===== src/rtl/qenc_pkg.sv =====
// ----------------------------------------------------------------------------
// qenc_pkg
// Shared types and constants for the quadrature encoder position unit.
// ----------------------------------------------------------------------------
package qenc_pkg;

	// Internal counter width; the result field stays 16 bits
	localparam int POS_WIDTH = 16;

	// Wide enough that limit +/- step and count +/- step never overflow
	localparam int CALC_W = ((POS_WIDTH > 16) ? POS_WIDTH : 16) + 2;

	localparam int CFG_IDX_W = 2;

	typedef logic signed [POS_WIDTH-1:0] pos_t;
	typedef logic signed [CALC_W-1:0]    calc_t;

	localparam calc_t POS_HI = calc_t'({1'b0, {(POS_WIDTH-1){1'b1}}});
	localparam calc_t POS_LO = calc_t'(-POS_HI - calc_t'(1));

	// Channel codes
	localparam logic CHAN_A = 1'b0;
	localparam logic CHAN_B = 1'b1;

	// Pin level patterns: bit0 = A, bit1 = B
	localparam logic [1:0] PINS_BOTH   = 2'b11;
	localparam logic [1:0] PINS_A_ONLY = 2'b01;
	localparam logic [1:0] PINS_B_ONLY = 2'b10;

	typedef enum logic [1:0] {
		MOVE_NONE = 2'd0,
		MOVE_UP   = 2'd1,
		MOVE_DOWN = 2'd2
	} move_t;

	typedef enum logic [CFG_IDX_W-1:0] {
		REG_LOW_LIMIT  = 2'd0,
		REG_HIGH_LIMIT = 2'd1,
		REG_STEP_SIZE  = 2'd2
	} reg_idx_t;

	localparam logic signed [15:0] LOW_LIMIT_RST  = 16'sd0;
	localparam logic signed [15:0] HIGH_LIMIT_RST = 16'sd32767;
	localparam logic [14:0]        STEP_SIZE_RST  = 15'd1;

	typedef struct packed {
		logic signed [15:0] low_limit;
		logic signed [15:0] high_limit;
		logic [14:0]        step_size;
	} cfg_t;

	typedef struct packed {
		logic       command;
		logic [1:0] pin_levels;
	} evt_t;

	typedef struct packed {
		logic signed [15:0] position;
		logic [1:0]         movement;
	} res_t;

endpackage


===== src/rtl/qenc_ifs.sv =====
// ----------------------------------------------------------------------------
// qenc_ifs
// Valid/ready channel interfaces: encoder events, results, register writes.
// ----------------------------------------------------------------------------
interface qenc_evt_if;
	logic       valid;
	logic       ready;
	logic       command;
	logic [1:0] pin_levels;

	modport source (output valid, command, pin_levels, input ready);
	modport sink   (input valid, command, pin_levels, output ready);
endinterface

interface qenc_res_if;
	logic               valid;
	logic               ready;
	logic signed [15:0] position;
	logic [1:0]         movement;

	modport source (output valid, position, movement, input ready);
	modport sink   (input valid, position, movement, output ready);
endinterface

interface qenc_cfg_if;
	logic                               valid;
	logic                               ready;
	logic [qenc_pkg::CFG_IDX_W-1:0]     index;
	logic [15:0]                        data;

	modport source (output valid, index, data, input ready);
	modport sink   (input valid, index, data, output ready);
endinterface


===== src/rtl/qenc_cfg_regs.sv =====
// ----------------------------------------------------------------------------
// qenc_cfg_regs
// Limit and step registers, written over the configuration channel.
// ----------------------------------------------------------------------------
module qenc_cfg_regs (
	input  logic                           clk,
	input  logic                           arst_n,
	input  logic                           wr_en,
	input  logic [qenc_pkg::CFG_IDX_W-1:0] wr_index,
	input  logic [15:0]                    wr_data,
	output qenc_pkg::cfg_t                 cfg
);

	qenc_pkg::cfg_t cfg_q;

	always_ff @(posedge clk or negedge arst_n) begin
		if (!arst_n) begin
			cfg_q.low_limit  <= qenc_pkg::LOW_LIMIT_RST;
			cfg_q.high_limit <= qenc_pkg::HIGH_LIMIT_RST;
			cfg_q.step_size  <= qenc_pkg::STEP_SIZE_RST;
		end else if (wr_en) begin
			case (qenc_pkg::reg_idx_t'(wr_index))
				qenc_pkg::REG_LOW_LIMIT:  cfg_q.low_limit  <= $signed(wr_data);
				qenc_pkg::REG_HIGH_LIMIT: cfg_q.high_limit <= $signed(wr_data);
				qenc_pkg::REG_STEP_SIZE:  cfg_q.step_size  <= wr_data[14:0];
				default: ;  // unmapped index, write dropped
			endcase
		end
	end

	assign cfg = cfg_q;

endmodule


===== src/rtl/qenc_update.sv =====
// ----------------------------------------------------------------------------
// qenc_update
// Arming flags and clamped position counter; computes the result of one event.
// ----------------------------------------------------------------------------
module qenc_update (
	input  logic           clk,
	input  logic           arst_n,
	input  qenc_pkg::cfg_t cfg,
	input  qenc_pkg::evt_t evt,
	input  logic           fire,
	output qenc_pkg::res_t res
);

	logic           up_armed_q;
	logic           down_armed_q;
	qenc_pkg::pos_t count_q;

	logic            up_armed_d;
	logic            down_armed_d;
	qenc_pkg::calc_t count_w;
	qenc_pkg::calc_t hi_w;
	qenc_pkg::calc_t lo_w;
	qenc_pkg::calc_t step_w;
	qenc_pkg::calc_t moved_w;
	qenc_pkg::calc_t fit_w;
	qenc_pkg::move_t move;

	assign count_w = qenc_pkg::calc_t'(count_q);
	assign hi_w    = qenc_pkg::calc_t'(cfg.high_limit);
	assign lo_w    = qenc_pkg::calc_t'(cfg.low_limit);
	assign step_w  = qenc_pkg::calc_t'({1'b0, cfg.step_size});

	always_comb begin
		up_armed_d   = up_armed_q;
		down_armed_d = down_armed_q;
		moved_w      = count_w;
		move         = qenc_pkg::MOVE_NONE;
		if (evt.command == qenc_pkg::CHAN_A) begin
			if (evt.pin_levels == qenc_pkg::PINS_BOTH && up_armed_q) begin
				// up move checks only the high limit
				moved_w      = (count_w <= hi_w - step_w) ? count_w + step_w : hi_w;
				up_armed_d   = 1'b0;
				down_armed_d = 1'b0;
				move         = qenc_pkg::MOVE_UP;
			end else if (evt.pin_levels == qenc_pkg::PINS_A_ONLY) begin
				down_armed_d = 1'b1;
			end
		end else begin
			if (evt.pin_levels == qenc_pkg::PINS_BOTH && down_armed_q) begin
				moved_w      = (count_w >= lo_w + step_w) ? count_w - step_w : lo_w;
				up_armed_d   = 1'b0;
				down_armed_d = 1'b0;
				move         = qenc_pkg::MOVE_DOWN;
			end else if (evt.pin_levels == qenc_pkg::PINS_B_ONLY) begin
				up_armed_d = 1'b1;
			end
		end
	end

	// saturate to the counter's own range
	always_comb begin
		if (moved_w > qenc_pkg::POS_HI) begin
			fit_w = qenc_pkg::POS_HI;
		end else if (moved_w < qenc_pkg::POS_LO) begin
			fit_w = qenc_pkg::POS_LO;
		end else begin
			fit_w = moved_w;
		end
	end

	always_ff @(posedge clk or negedge arst_n) begin
		if (!arst_n) begin
			up_armed_q   <= 1'b0;
			down_armed_q <= 1'b0;
			count_q      <= '0;
		end else if (fire) begin
			up_armed_q   <= up_armed_d;
			down_armed_q <= down_armed_d;
			count_q      <= fit_w[qenc_pkg::POS_WIDTH-1:0];
		end
	end

	assign res.position = $signed(fit_w[15:0]);
	assign res.movement = move;

endmodule


===== src/rtl/quadrature_encoder_clamped_position_unit.sv =====
// ----------------------------------------------------------------------------
// quadrature_encoder_clamped_position_unit
// Rotary encoder decoder with half-detent arming and a clamped position count.
// ----------------------------------------------------------------------------
//  Port  Dir   Payload                         Beat
//  evt   sink  command, pin_levels             one pin-change event
//  res   src   position, movement              one result per event
//  cfg   sink  index, data                     one register write
//
//  One event per cycle sustained while res is ready; an evt beat passes the
//  event register and then the result register before its res beat.
//  The throughput is set by the combinational state update between the event
//  register and the result register.
//  arst_n clears the flags, the count and both stage valids; limits and step
//  return to their defaults. cfg is always ready.
//  A stalled res holds its beat; evt keeps flowing until both stages are full.
// ----------------------------------------------------------------------------
module quadrature_encoder_clamped_position_unit (
	input  logic       clk,
	input  logic       arst_n,
	qenc_evt_if.sink   evt,
	qenc_res_if.source res,
	qenc_cfg_if.sink   cfg
);

	qenc_pkg::cfg_t cfg_regs;
	qenc_pkg::evt_t evt_s1;
	logic           valid_s1;
	qenc_pkg::res_t res_next;
	qenc_pkg::res_t res_q;
	logic           res_valid_q;
	logic           out_adv;
	logic           fire;

	assign cfg.ready = 1'b1;

	qenc_cfg_regs u_cfg_regs (
		.clk      (clk),
		.arst_n   (arst_n),
		.wr_en    (cfg.valid),
		.wr_index (cfg.index),
		.wr_data  (cfg.data),
		.cfg      (cfg_regs)
	);

	assign out_adv   = !res_valid_q || res.ready;
	assign fire      = valid_s1 && out_adv;
	assign evt.ready = !valid_s1 || out_adv;

	always_ff @(posedge clk or negedge arst_n) begin
		if (!arst_n) begin
			valid_s1 <= 1'b0;
		end else if (evt.ready) begin
			valid_s1 <= evt.valid;
		end
	end

	always_ff @(posedge clk) begin
		if (evt.ready && evt.valid) begin
			evt_s1.command    <= evt.command;
			evt_s1.pin_levels <= evt.pin_levels;
		end
	end

	qenc_update u_update (
		.clk    (clk),
		.arst_n (arst_n),
		.cfg    (cfg_regs),
		.evt    (evt_s1),
		.fire   (fire),
		.res    (res_next)
	);

	always_ff @(posedge clk or negedge arst_n) begin
		if (!arst_n) begin
			res_valid_q <= 1'b0;
		end else if (out_adv) begin
			res_valid_q <= valid_s1;
		end
	end

	always_ff @(posedge clk) begin
		if (fire) begin
			res_q <= res_next;
		end
	end

	assign res.valid    = res_valid_q;
	assign res.position = res_q.position;
	assign res.movement = res_q.movement;

endmodule


===== src/flat_wrapper.sv =====
// flat-port wrapper written by rule: the top's interface ports become plain ports
module quadrature_encoder_clamped_position_unit_flat 
  (clk, arst_n, evt_valid, evt_command, evt_pin_levels, evt_ready, res_valid, res_position, res_movement, res_ready, cfg_valid, cfg_index, cfg_data, cfg_ready);
  qenc_evt_if evt_i ();
  qenc_res_if res_i ();
  qenc_cfg_if cfg_i ();
  input  logic clk;
  input  logic arst_n;
  input wire logic [$bits(evt_i.valid)-1:0] evt_valid;
  input wire logic [$bits(evt_i.command)-1:0] evt_command;
  input wire logic [$bits(evt_i.pin_levels)-1:0] evt_pin_levels;
  output wire logic [$bits(evt_i.ready)-1:0] evt_ready;
  output wire logic [$bits(res_i.valid)-1:0] res_valid;
  output wire logic [$bits(res_i.position)-1:0] res_position;
  output wire logic [$bits(res_i.movement)-1:0] res_movement;
  input wire logic [$bits(res_i.ready)-1:0] res_ready;
  input wire logic [$bits(cfg_i.valid)-1:0] cfg_valid;
  input wire logic [$bits(cfg_i.index)-1:0] cfg_index;
  input wire logic [$bits(cfg_i.data)-1:0] cfg_data;
  output wire logic [$bits(cfg_i.ready)-1:0] cfg_ready;
  assign evt_i.valid = evt_valid;
  assign evt_i.command = evt_command;
  assign evt_i.pin_levels = evt_pin_levels;
  assign evt_ready = evt_i.ready;
  assign res_valid = res_i.valid;
  assign res_position = res_i.position;
  assign res_movement = res_i.movement;
  assign res_i.ready = res_ready;
  assign cfg_i.valid = cfg_valid;
  assign cfg_i.index = cfg_index;
  assign cfg_i.data = cfg_data;
  assign cfg_ready = cfg_i.ready;
  quadrature_encoder_clamped_position_unit u_core (.clk(clk), .arst_n(arst_n), .evt(evt_i), .res(res_i), .cfg(cfg_i));
endmodule

===== config.mk =====
export PLATFORM = sky130hd
export DESIGN_NAME = quadrature_encoder_clamped_position_unit_flat
export DESIGN_NICKNAME = d
export VERILOG_FILES = /design/src/rtl/qenc_pkg.sv /design/src/rtl/qenc_ifs.sv /design/src/rtl/qenc_cfg_regs.sv /design/src/rtl/qenc_update.sv /design/src/rtl/quadrature_encoder_clamped_position_unit.sv /design/src/flat_wrapper.sv
export SDC_FILE = /design/constraint.sdc
export NUM_CORES = 1
export LEC_CHECK = 0
export ABC_CLOCK_PERIOD_IN_PS = 7000
export BUFFER_PORTS_ARGS = -buffer_cell sky130_fd_sc_hd__buf_2
export CELL_PAD_IN_SITES_DETAIL_PLACEMENT = 1
export CELL_PAD_IN_SITES_GLOBAL_PLACEMENT = 1
export CORE_MARGIN = 2
export CORE_UTILIZATION = 49
export CTS_CLUSTER_DIAMETER = 80
export DETAILED_ROUTE_END_ITERATION = 10
export GPL_TIMING_DRIVEN = 0
export HOLD_SLACK_MARGIN = 0.05
export PLACE_DENSITY = 0.92
export RECOVER_POWER = 50
export SETUP_SLACK_MARGIN = 0.5
export SLEW_MARGIN = 20
export SYNTH_ARGS = -nofsm -noshare
export SYNTH_HDL_FRONTEND = slang
export SYNTH_SLANG_ARGS = --single-unit

===== constraint.sdc =====
create_clock -name clk -period 7 [get_ports clk]
set_input_delay 1.05 -clock clk [delete_from_list [all_inputs] [get_ports clk]]
set_output_delay 1.05 -clock clk [all_outputs]
set_load 0.05 [all_outputs]

==> flow_metrics.py, run 1 <==
metrics = {
    "global_route": {
        "grt_antenna_before_repair": 0,
        "grt_pass1_wl_um": 41100,
        "grt_remaining_overflow": 0,
        "grt_start_max_net_pins": 55,
        "first_global_vias": 7434,
        "gr-usage-all-layers_pct": 32.3,
    },
    "floorplanning": {
        "initial_utilization_pct": 49.8,
        "floorplan.die_area_um2": 17000,
        "chipHeight_um": 130,
        "design.core.area_um2": 15700,
        "die_w_um": 130,
        "io_pins": 47,
        "placementRows": 46,
    },
    "drt": {
        "wl_met1_um": 11600,
        "wl_met2_um": 12500,
        "highest_routed_layer": "met4",
        "drtAntennaViolNets": 0,
        "wl_met3_um": 1890,
        "remaining_drc_errors": 0,
        "totalWireLength_um": 27200,
        "vias": 7221,
        "routedWlPerCell_um": 24.1,
        "detailedRoute.firstIterationViolations": 649,
        "via_per_inst": 6.41,
        "drt_pre_antenna_iters": 7,
    },
    "final_layout": {
        "n_fill_cell": 1838,
        "syn2layout_area_growth_pct": 10.6,
        "number_of_inserted_diodes": 0,
        "seq_area_um2": 2330,
        "drive_above_1_share_pct": 16.5,
        "multiInputGateArea_um2": 5140,
        "final_net_count": 1030,
    },
    "logic_synthesis": {
        "yosys.cell_types.count": 77,
        "postSynth.asyncResetShare_pct": 76.1,
        "synth.top_cells.by_count": "sky130_fd_sc_hd__ha_1 (94), sky130_fd_sc_hd__inv_1 (60), sky130_fd_sc_hd__nor2_1 (55)",
        "synth.area.top_cells": "sky130_fd_sc_hd__dfrtp_1 (16%), sky130_fd_sc_hd__ha_1 (15%), sky130_fd_sc_hd__edfxtp_1 (8.1%), sky130_fd_sc_hd__mux2_2 (7.8%), sky130_fd_sc_hd__dfstp_2 (5.4%)",
        "post_synth_instance_area_um2": 7820,
        "ys.flop_type": "sky130_fd_sc_hd__dfrtp_1",
        "syn_area_per_cell_um2": 9.24,
        "synth.largest_area_cell": "sky130_fd_sc_hd__dfrtp_1",
        "yosys.area.top_type_share_pct": 16.3,
        "post_synth_edffs": 21,
        "synth.yosys.warnings": 0,
        "synth_seq_cells": 88,
        "yosys.cell_count.top_type": "sky130_fd_sc_hd__ha_1",
        "netlist_instances": 846,
        "synth_nets": 970,
        "sequential_to_total_area_share_from_yosys_stat_pct": 29.8,
    },
    "timing": {
        "final.setup_skew_ns": 0.00848,
        "timing.final.hold_violations": 0,
        "unrepaired_setup_endpoints_after_global_routing": "false",
        "finalMaxSlewViolations": 55,
        "finalSetupViolations": 0,
        "timing.final.crit_period_ns": 6.27,
        "max_slew_margin_pct": -118,
        "timing.setup.tns_ns": 0,
        "hold-worst-slack_ns": 0.503,
        "fmax_mhz": 159,
        "worst_tran_pin_value_ns": 3.27,
        "layout_worst_path_cycle_share_pct": 89.6,
    },
    "outcome": {
        "violations": "max-capacitance violations, max-slew violations",
        "status": "finished with violations",
    },
    "cts": {
        "clk_latency_ns": 0.36,
        "post_cts_hold_buffer_count": 0,
        "tritoncts_clock_tree": "done",
        "clock_sinks": 88,
        "cts_htree_levels": 3,
        "numCtsBuffers": 9,
        "clkSlewWorstSetupHoldPaths_ns": 0.07,
        "cts.path.max_buffers": 2,
        "ctsRootBufferMaster": "sky130_fd_sc_hd__clkbuf_16",
    },
    "placed_design": {
        "detailedPlacementHpwl_um": 20400,
        "finalWeightedCongestion": 0.971,
        "port_buffers": 45,
    },
    "worst_setup_path": {
        "arrival_ns": 6.52,
        "criticalPathCategory": "reg2reg",
        "critical_path_required_ns": 7.25,
        "crit_path_max_fanout": 10,
        "worstSetupEndpointType": "flop",
        "worstSetupStartpointType": "flop",
    },
    "run": {
        "max_cap_viol_count": 1,
    },
    "min_path": {
        "hold_path_class": "reg2reg",
    },
}
==> logic make-up (layout without fill, tap and decap cells) <==
family | after synthesis | after routing | synth area share, %
AO/OA/AOI/OAI | 215 | 215 | 19.4
XOR/XNOR | 43 | 43 | 4.82
adder cells (fa/ha/maj) | 108 | 108 | 17.5
buffers and inverters | 94 | 159 | 4.80
flip-flops | 88 | 88 | 29.8
multiplexers | 63 | 63 | 8.93
other | 1 | 1 | 0.0480
AND/OR/NAND/NOR | 234 | 234 | 14.8
==> flip-flops by register name (all words and copies together), names as in the netlist <==
signal and count:
u_core.evt_s1 3, u_core.valid_s1 1, u_core.res.movement 2, u_core.u_cfg_regs.cfg 47
u_core.u_update.count_q 16, u_core.u_update.down_armed_q 1, u_core.res.position 16, u_core.res.valid 1
u_core.u_update.up_armed_q 1
==> path summary, 6_finish.rpt <==
check / startpoint / endpoint / slack, ns / depth (start not counted)
worst max-delay path: u_core.u_cfg_regs.cfg[1]$_DFFE_PN0P_ / u_core.u_update.count_q[13]$_DFFE_PN0P_ / 0.73 / 22
worst min-delay path: u_core.valid_s1$_DFFE_PN0N_ / u_core.res.valid$_DFFE_PN0P_ / 0.50 / 1
worst min register to register: u_core.valid_s1$_DFFE_PN0N_ / u_core.res.valid$_DFFE_PN0P_ / 0.50 / 1
min in group asynchronous: arst_n / u_core.u_cfg_regs.cfg[31]$_DFFE_PN0P_ / 0.78 / 1
max in group asynchronous: arst_n / u_core.u_update.count_q[12]$_DFFE_PN0P_ / 2.63 / 2
worst max register to register: u_core.u_cfg_regs.cfg[1]$_DFFE_PN0P_ / u_core.u_update.count_q[13]$_DFFE_PN0P_ / 0.73 / 22
==> timing repair <==
item	CTS	global route
buffers inserted	0	3
gates resized for setup	1	3
cloned	0	0
endpoints found under the setup margin	11	30
pin swaps	1	2
==> critical path, stage by stage, from the launching register on <==
cell and delay [ns]:
sky130_fd_sc_hd__dfrtp_1 0.48, sky130_fd_sc_hd__ha_1 0.33, sky130_fd_sc_hd__a21o_1 0.18, sky130_fd_sc_hd__a21oi_1 0.34
sky130_fd_sc_hd__o21a_1 0.19, sky130_fd_sc_hd__nor3_1 0.07, sky130_fd_sc_hd__a41o_1 0.28, sky130_fd_sc_hd__o41ai_1 0.60
sky130_fd_sc_hd__o2111ai_1 0.24, sky130_fd_sc_hd__a21oi_1 0.21, sky130_fd_sc_hd__xor2_1 0.10, sky130_fd_sc_hd__ha_1 0.19
sky130_fd_sc_hd__nor2_1 0.16, sky130_fd_sc_hd__nand2_1 0.11, sky130_fd_sc_hd__o41ai_1 0.56, sky130_fd_sc_hd__nor2_2 0.26
sky130_fd_sc_hd__or2_1 0.29, sky130_fd_sc_hd__buf_2 0.21, sky130_fd_sc_hd__buf_2 0.25, sky130_fd_sc_hd__a221oi_1 0.31
sky130_fd_sc_hd__o211ai_1 0.17, sky130_fd_sc_hd__maj3_2 0.35, sky130_fd_sc_hd__mux2_2 0.27
==> layout make-up <==
class | instances | area share, %
Timing Repair Buffer | 49 | 2.71
Tap cell | 216 | 3.13
Clock buffer | 12 | 3.23
Clock inverter | 4 | 0.275
Buffer | 30 | 1.58
Inverter | 64 | 2.78
Multi-Input combinational cell | 664 | 59.4
Sequential cell | 88 | 26.9
==> cells in the final DEF, fill, tap and decap left out, types with 34 or more instances in the layout <==
master / count
sky130_fd_sc_hd__buf_2: 37
sky130_fd_sc_hd__inv_1: 60
sky130_fd_sc_hd__a21oi_1: 49
sky130_fd_sc_hd__o21ai_0: 37
sky130_fd_sc_hd__ha_1: 94
sky130_fd_sc_hd__nor2_1: 54
sky130_fd_sc_hd__nand2_1: 51
sky130_fd_sc_hd__clkbuf_1: 36
sky130_fd_sc_hd__dfrtp_1: 51
sky130_fd_sc_hd__nor3_1: 34
sky130_fd_sc_hd__mux2_2: 52
==> metrics by stage <==
step	cell area, um^2	utilization, %	setup slack [ns]	std cells
2_1_floorplan	7820	-	1.58	846
3_3_place_gp	8310	52.9	0.553	1107
3_5_place_dp	8350	53.1	0.423	1108
4_1_cts	8660	55.1	0.515	1124
5_1_grt	8650	55.0	0.507	1127
6_report	8650	55.0	0.730	1127
==> metal layers <==
layer  vias to the layer above  track usage, %
met5                         -               0
met4                         0            16.6
met3                        78            3.90
met2                       333            52.1
met1                      3568            42.8
li1                       3242               -
Power of run 1 is left out: the tool's default activity adds up to more than one toggle a clock period on the data nets, which glitch-free logic cannot reach.
==> run 2: changes to the inputs <==
--- a/config.mk
+++ b/config.mk
@@ -10,12 +10,13 @@
 export CELL_PAD_IN_SITES_DETAIL_PLACEMENT = 1
 export CELL_PAD_IN_SITES_GLOBAL_PLACEMENT = 1
 export CORE_MARGIN = 2
-export CORE_UTILIZATION = 49
+export CORE_UTILIZATION = 50
+export CTS_BUF_LIST = sky130_fd_sc_hd__clkbuf_8
 export CTS_CLUSTER_DIAMETER = 80
 export DETAILED_ROUTE_END_ITERATION = 10
 export GPL_TIMING_DRIVEN = 0
 export HOLD_SLACK_MARGIN = 0.05
-export PLACE_DENSITY = 0.92
+export PLACE_DENSITY = 0.94
 export RECOVER_POWER = 50
 export SETUP_SLACK_MARGIN = 0.5
 export SLEW_MARGIN = 20
==> run 2 against run 1 <==
Net effect:
- the run still ends with max-capacitance violations, max-slew violations left
- register-to-register slack about the same
- maximum frequency about the same
- design area decreased by 0.43%
- flip-flop and latch count unchanged
- via count increased by 0.33%
- global-route usage increased by 0.71 points
- wire length decreased by 1.9%
- first-iteration DRC count increased by 2.9%
- critical path depth increased by 1
- sequential share of layout area increased by 0.12 points
- die area decreased by 1.9%
- utilization increased by 1.4 points
- highest routed layer unchanged
==> flow_metrics.py, run 2 (synthesis gave the netlist of run 1 again) <==
metrics = {
    "final_layout": {
        "drive_above_1_share_pct": 17.7,
        "mostFrequentLayoutCell": "sky130_fd_sc_hd__ha_1",
        "number_of_inserted_diodes": 0,
        "n_fill_cell": 1801,
        "seq_area_um2": 2330,
        "final_net_count": 1032,
        "most-common-layout-cells": "sky130_fd_sc_hd__ha_1 (94), sky130_fd_sc_hd__inv_1 (61), sky130_fd_sc_hd__nor2_1 (54)",
        "number_of_flip_flops_under_the_largest_register_name": 47,
        "syn2layout_area_growth_pct": 10.1,
        "multiInputGateArea_um2": 5150,
    },
    "timing": {
        "finalSetupViolations": 0,
        "worst_tran_pin_value_ns": 2.53,
        "timing.final.hold_violations": 0,
        "timing.final.crit_period_ns": 6.27,
        "final.setup_skew_ns": 0.0151,
        "fmax_mhz": 160,
        "layout_worst_path_cycle_share_pct": 89.5,
        "finalMaxSlewViolations": 70,
        "timing.setup.tns_ns": 0,
        "unrepaired_setup_endpoints_after_global_routing": "false",
        "max_slew_margin_pct": -68.9,
    },
    "global_route": {
        "first_global_vias": 7469,
        "grt_start_max_net_pins": 48,
        "grt_pass1_wl_um": 41600,
        "gr-usage-all-layers_pct": 33.0,
        "grt_antenna_before_repair": 0,
        "grt_remaining_overflow": 0,
    },
    "floorplanning": {
        "placementRows": 45,
        "floorplan.die_area_um2": 16700,
        "initial_utilization_pct": 51.2,
        "die_w_um": 129,
        "design.core.area_um2": 15300,
        "chipHeight_um": 129,
        "io_pins": 47,
    },
    "min_path": {
        "holdCritStartpoint": "u_core.u_update.up_armed_q$_DFFE_PN0P_",
        "hold_path_class": "reg2reg",
        "worstHoldPathCells": 1,
        "hold_end": "u_core.u_update.up_armed_q$_DFFE_PN0P_",
    },
    "cts": {
        "clock_sinks": 88,
        "clkSlewWorstSetupHoldPaths_ns": 0.09,
        "clk_latency_ns": 0.41,
        "cts.path.max_buffers": 2,
        "numCtsBuffers": 9,
        "ctsRootBufferMaster": "sky130_fd_sc_hd__clkbuf_8",
        "tritoncts_clock_tree": "done",
        "cts_htree_levels": 3,
    },
    "outcome": {
        "status": "finished with violations",
        "violations": "max-capacitance violations, max-slew violations",
    },
    "worst_setup_path": {
        "crit_path_max_fanout": 10,
        "timing.critical_path.cells": "inv_1, ha_1, fa_1, nor2b_1, o21ai_0, a21oi_1, o21ai_0, a21oi_2, a41oi_1, a2111oi_2, o21ai_0, a21oi_1, ha_1, nor2_1, or4_4, o32ai_4, or2_1, buf_4, a41oi_1, o22a_2, inv_2, nor2_1, or2_2",
        "worstRegToRegCells": 23,
        "path_delay_family": "compound AO/OA/AOI/OAI gates",
        "regToRegEndpoint": "u_core.res.position[2]$_DFFE_PP_",
        "cp_slowest_stage_delay_ns": 0.57,
        "worstSetupEndpointType": "flop",
        "critical_path.n_buffers_inverters": 3,
        "rrSetupSlack_ns": 0.73,
        "worstSetupStartpointType": "flop",
        "critical_path_required_ns": 7.15,
        "crit_top_cell": "sky130_fd_sc_hd__o21ai_0",
        "reg2reg_from": "u_core.u_cfg_regs.cfg[15]$_DFFE_PN1P_",
        "critical_path.slowest_cell": "sky130_fd_sc_hd__dfstp_2",
        "criticalPathCategory": "reg2reg",
        "arrival_ns": 6.41,
    },
    "placed_design": {
        "port_buffers": 45,
        "finalWeightedCongestion": 0.934,
        "detailedPlacementHpwl_um": 20500,
    },
    "drt": {
        "detailedRoute.firstIterationViolations": 668,
        "via_per_inst": 6.45,
        "totalWireLength_um": 26700,
        "vias": 7245,
        "drtAntennaViolNets": 0,
        "routedWlPerCell_um": 23.7,
        "remaining_drc_errors": 0,
        "drt_pre_antenna_iters": 5,
    },
    "run": {
        "max_cap_viol_count": 2,
    },
}
## run 2: changes by cell type in the layout (fill, tap and decap cells not counted), sizes merged
cell	delta
clkbuf	-11
buf	+10
bufinv	+3
clkinv	-1
clkinvlp	+1
## run 2: worst register-to-register path: stages, from the launching register on
cell                        delay [ns]
sky130_fd_sc_hd__dfstp_2          0.57
sky130_fd_sc_hd__inv_1            0.08
sky130_fd_sc_hd__ha_1             0.23
sky130_fd_sc_hd__fa_1             0.45
sky130_fd_sc_hd__nor2b_1          0.16
sky130_fd_sc_hd__o21ai_0          0.13
sky130_fd_sc_hd__a21oi_1          0.22
sky130_fd_sc_hd__o21ai_0          0.15
sky130_fd_sc_hd__a21oi_2          0.24
sky130_fd_sc_hd__a41oi_1          0.25
sky130_fd_sc_hd__a2111oi_2        0.41
sky130_fd_sc_hd__o21ai_0          0.18
sky130_fd_sc_hd__a21oi_1          0.18
sky130_fd_sc_hd__ha_1             0.22
sky130_fd_sc_hd__nor2_1           0.13
sky130_fd_sc_hd__or4_4            0.49
sky130_fd_sc_hd__o32ai_4          0.41
sky130_fd_sc_hd__or2_1            0.16
sky130_fd_sc_hd__buf_4            0.17
sky130_fd_sc_hd__a41oi_1          0.12
sky130_fd_sc_hd__o22a_2           0.32
sky130_fd_sc_hd__inv_2            0.25
sky130_fd_sc_hd__nor2_1           0.16
sky130_fd_sc_hd__or2_2            0.36
## run 2: what timing repair did
action	CTS	global route
setup endpoints to repair	26	30
resized for setup	2	4
pin swaps	1	2
hold buffers	0	0
setup buffers	3	2
## run 2: metal layers
layer	wire, um	global-route usage [%]	vias to the layer above
li1	-	-	3251
met1	11500	44.1	3619
met2	12100	53.1	301
met3	1940	4.95	74
met4	1130	15.4	0
met5	0	0	-
## run 2: area by class of cell
| type | instances | area share (%) |
|---|---|---|
| clock inverter | 7 | 1.29 |
| inverter | 64 | 2.79 |
| timing repair buffer | 51 | 3.01 |
| clock buffer | 9 | 1.44 |
| sequential | 88 | 27.0 |
| buffer | 30 | 1.58 |
| tap | 211 | 3.07 |
| multi-input combinational | 664 | 59.8 |
## run 2: how the worst max path moves through the flow
stage | end | slack (ns) | start | depth (start not counted)
after floorplan | u_core.u_update.count_q[12]$_DFFE_PN0P_ | 1.58 | u_core.u_cfg_regs.cfg[15]$_DFFE_PN1P_ | 23
after global placement | u_core.u_update.count_q[12]$_DFFE_PN0P_ | 0.56 | u_core.u_cfg_regs.cfg[15]$_DFFE_PN1P_ | 22
after detailed placement | u_core.u_update.count_q[11]$_DFFE_PN0P_ | 0.25 | u_core.u_cfg_regs.cfg[15]$_DFFE_PN1P_ | 22
after CTS | u_core.u_update.count_q[11]$_DFFE_PN0P_ | 0.59 | u_core.u_cfg_regs.cfg[15]$_DFFE_PN1P_ | 22
after global routing | u_core.u_update.count_q[6]$_DFFE_PN0P_ | 0.48 | u_core.u_cfg_regs.cfg[15]$_DFFE_PN1P_ | 22
final | u_core.res.position[2]$_DFFE_PP_ | 0.73 | u_core.u_cfg_regs.cfg[15]$_DFFE_PN1P_ | 23
## run 2: per-stage QoR
stage	setup WS (ns)	cells	util (%)	hold WS, ns	cell area (um^2)
3_3_place_gp	0.564	1102	54.4	0.479	8310
2_1_floorplan	1.58	846	-	0.457	7820
4_1_cts	0.588	1122	56.4	0.514	8610
3_5_place_dp	0.252	1103	54.7	0.484	8340
6_report	0.732	1124	56.4	0.517	8610
5_1_grt	0.481	1124	56.4	0.540	8610
Power of run 2 is left out for the same reason.
==> run 3: changes to the inputs <==
--- a/config.mk
+++ b/config.mk
@@ -9,6 +9,7 @@
 export BUFFER_PORTS_ARGS = -buffer_cell sky130_fd_sc_hd__buf_2
 export CELL_PAD_IN_SITES_DETAIL_PLACEMENT = 1
 export CELL_PAD_IN_SITES_GLOBAL_PLACEMENT = 1
+export CORE_ASPECT_RATIO = 0.8
 export CORE_MARGIN = 2
 export CORE_UTILIZATION = 50
 export CTS_BUF_LIST = sky130_fd_sc_hd__clkbuf_8
==> run 3 against run 2 <==
Net effect:
- largest cell class unchanged
- first-iteration DRC count fell by 16%
- global-route usage fell by 2.0 points
- the run still ends with max-capacitance violations, max-slew violations left
- final cell count about the same
- critical path type unchanged
==> flow_metrics.py, run 3 (synthesis gave the netlist of run 1 again) <==
metrics = {
    "cts": {
        "numCtsBuffers": 9,
        "cts.path.max_buffers": 2,
        "tritoncts_clock_tree": "done",
        "clock_sinks": 88,
        "clkSlewWorstSetupHoldPaths_ns": 0.09,
        "clk_latency_ns": 0.38,
        "ctsRootBufferMaster": "sky130_fd_sc_hd__clkbuf_8",
        "cts_htree_levels": 3,
    },
    "placed_design": {
        "finalWeightedCongestion": 0.952,
        "detailedPlacementHpwl_um": 20400,
        "placed_area_um2": 8340,
        "port_buffers": 45,
    },
    "drt": {
        "remaining_drc_errors": 0,
        "drtAntennaViolNets": 0,
        "detailedRoute.firstIterationViolations": 564,
        "vias": 7044,
        "drt_pre_antenna_iters": 5,
        "via_per_inst": 6.26,
        "routedWlPerCell_um": 22.3,
        "totalWireLength_um": 25100,
    },
    "timing": {
        "hold-worst-slack_ns": 0.513,
        "fmax_mhz": 163,
        "timing.final.hold_violations": 0,
        "finalMaxSlewViolations": 49,
        "unrepaired_setup_endpoints_after_global_routing": "false",
        "worst_tran_pin_value_ns": 2.56,
        "finalSetupViolations": 0,
        "max_slew_margin_pct": -70.4,
        "timing.setup.tns_ns": 0,
        "layout_worst_path_cycle_share_pct": 87.7,
        "timing.final.crit_period_ns": 6.14,
        "final.setup_skew_ns": 0.0177,
    },
    "min_path": {
        "worstHoldPathCells": 1,
        "hold_path_class": "reg2reg",
    },
    "final_layout": {
        "seq_area_um2": 2330,
        "most-common-layout-cells": "sky130_fd_sc_hd__ha_1 (94), sky130_fd_sc_hd__inv_1 (60), sky130_fd_sc_hd__nor2_1 (55)",
        "syn2layout_area_growth_pct": 10.4,
        "fin_area_um2": 8630,
        "mostFrequentLayoutCell": "sky130_fd_sc_hd__ha_1",
        "final_net_count": 1035,
        "number_of_inserted_diodes": 0,
        "number_of_flip_flops_under_the_largest_register_name": 47,
        "n_fill_cell": 1759,
        "multiInputGateArea_um2": 5150,
        "drive_above_1_share_pct": 18.3,
    },
    "outcome": {
        "violations": "max-capacitance violations, max-slew violations",
        "status": "finished with violations",
    },
    "floorplanning": {
        "design.core.area_um2": 15200,
        "chipHeight_um": 116,
        "floorplan.die_area_um2": 16700,
        "placementRows": 40,
        "die_w_um": 144,
        "io_pins": 47,
        "initial_utilization_pct": 51.6,
    },
    "worst_setup_path": {
        "arrival_ns": 6.27,
        "critical_path_required_ns": 7.12,
        "crit_path_max_fanout": 10,
        "criticalPathCategory": "reg2reg",
        "worstRegToRegCells": 23,
        "worstSetupStartpointType": "flop",
        "worstSetupEndpointType": "flop",
    },
    "global_route": {
        "gr-usage-all-layers_pct": 31.1,
        "first_global_vias": 7073,
        "grt_antenna_before_repair": 0,
        "grt_remaining_overflow": 0,
        "grt_start_max_net_pins": 49,
        "grt_pass1_wl_um": 38700,
    },
    "run": {
        "max_cap_viol_count": 1,
    },
}
run 3: final timing paths:
check	startpoint	endpoint	slack (ns)
min reg2reg	u_core.valid_s1$_DFFE_PN0N_	u_core.res.valid$_DFFE_PN0P_	0.51
max in group asynchronous	arst_n	u_core.u_cfg_regs.cfg[45]$_DFFE_PN0P_	3.19
min in group asynchronous	arst_n	u_core.u_update.count_q[1]$_DFFE_PN0P_	0.85
min	u_core.valid_s1$_DFFE_PN0N_	u_core.res.valid$_DFFE_PN0P_	0.51
max reg2reg	u_core.u_cfg_regs.cfg[1]$_DFFE_PN0P_	u_core.res.position[8]$_DFFE_PP_	0.86
max	u_core.u_cfg_regs.cfg[1]$_DFFE_PN0P_	u_core.res.position[8]$_DFFE_PP_	0.86
run 3: stage by stage:
stage               utilization, %  setup WS, ns  cells
floorplan                        -          1.58    846
global placement              54.8         0.345   1101
detailed placement            55.0         0.251   1102
CTS                           57.0         0.709   1125
global route                  56.9         0.531   1125
finish                        56.9         0.858   1125
run 3: repair_timing:
item | in CTS | in global routing
buffers inserted | 8 | 0
endpoints found under the setup margin | 25 | 29
gates resized for setup | 1 | 5
pin swaps | 2 | 0
hold buffers | 0 | 0
hold endpoints to repair | 0 | 0
run 3: layout make-up:
type | instances | share of cell area [%]
Buffer | 30 | 1.58
Inverter | 64 | 2.78
Sequential cell | 88 | 27.0
Tap cell | 210 | 3.04
Timing Repair Buffer | 54 | 3.55
Clock inverter | 4 | 0.609
Clock buffer | 11 | 1.75
Multi-Input combinational cell | 664 | 59.7
run 3: critical path, stage by stage (launching register included):
cell                        delay, ns
sky130_fd_sc_hd__dfrtp_1         0.55
sky130_fd_sc_hd__inv_1           0.24
sky130_fd_sc_hd__fa_1            0.50
sky130_fd_sc_hd__nor2b_1         0.14
sky130_fd_sc_hd__o21ai_0         0.11
sky130_fd_sc_hd__a21boi_0        0.18
sky130_fd_sc_hd__o21ai_0         0.13
sky130_fd_sc_hd__a21oi_1         0.26
sky130_fd_sc_hd__a211oi_1        0.17
sky130_fd_sc_hd__o31ai_1         0.31
sky130_fd_sc_hd__a21oi_1         0.14
sky130_fd_sc_hd__xnor2_1         0.14
sky130_fd_sc_hd__ha_1            0.32
sky130_fd_sc_hd__nor2_1          0.06
sky130_fd_sc_hd__o211ai_1        0.17
sky130_fd_sc_hd__o41ai_2         0.13
sky130_fd_sc_hd__nor2_1          0.70
sky130_fd_sc_hd__or2_1           0.20
sky130_fd_sc_hd__buf_2           0.24
sky130_fd_sc_hd__buf_2           0.30
sky130_fd_sc_hd__mux2i_1         0.25
sky130_fd_sc_hd__o21ai_0         0.12
sky130_fd_sc_hd__a2bb2oi_1       0.21
sky130_fd_sc_hd__or2_2           0.29
run 3: metal layers:
| layer | wire length [um] | vias to the layer above | GRT usage, % |
|---|---|---|---|
| li1 | - | 3243 | - |
| met1 | 11800 | 3474 | 43.7 |
| met2 | 10900 | 272 | 48.7 |
| met3 | 1640 | 55 | 5.00 |
| met4 | 775 | 0 | 11.1 |
| met5 | 0 | - | 0 |
Power of run 3 is left out for the same reason.
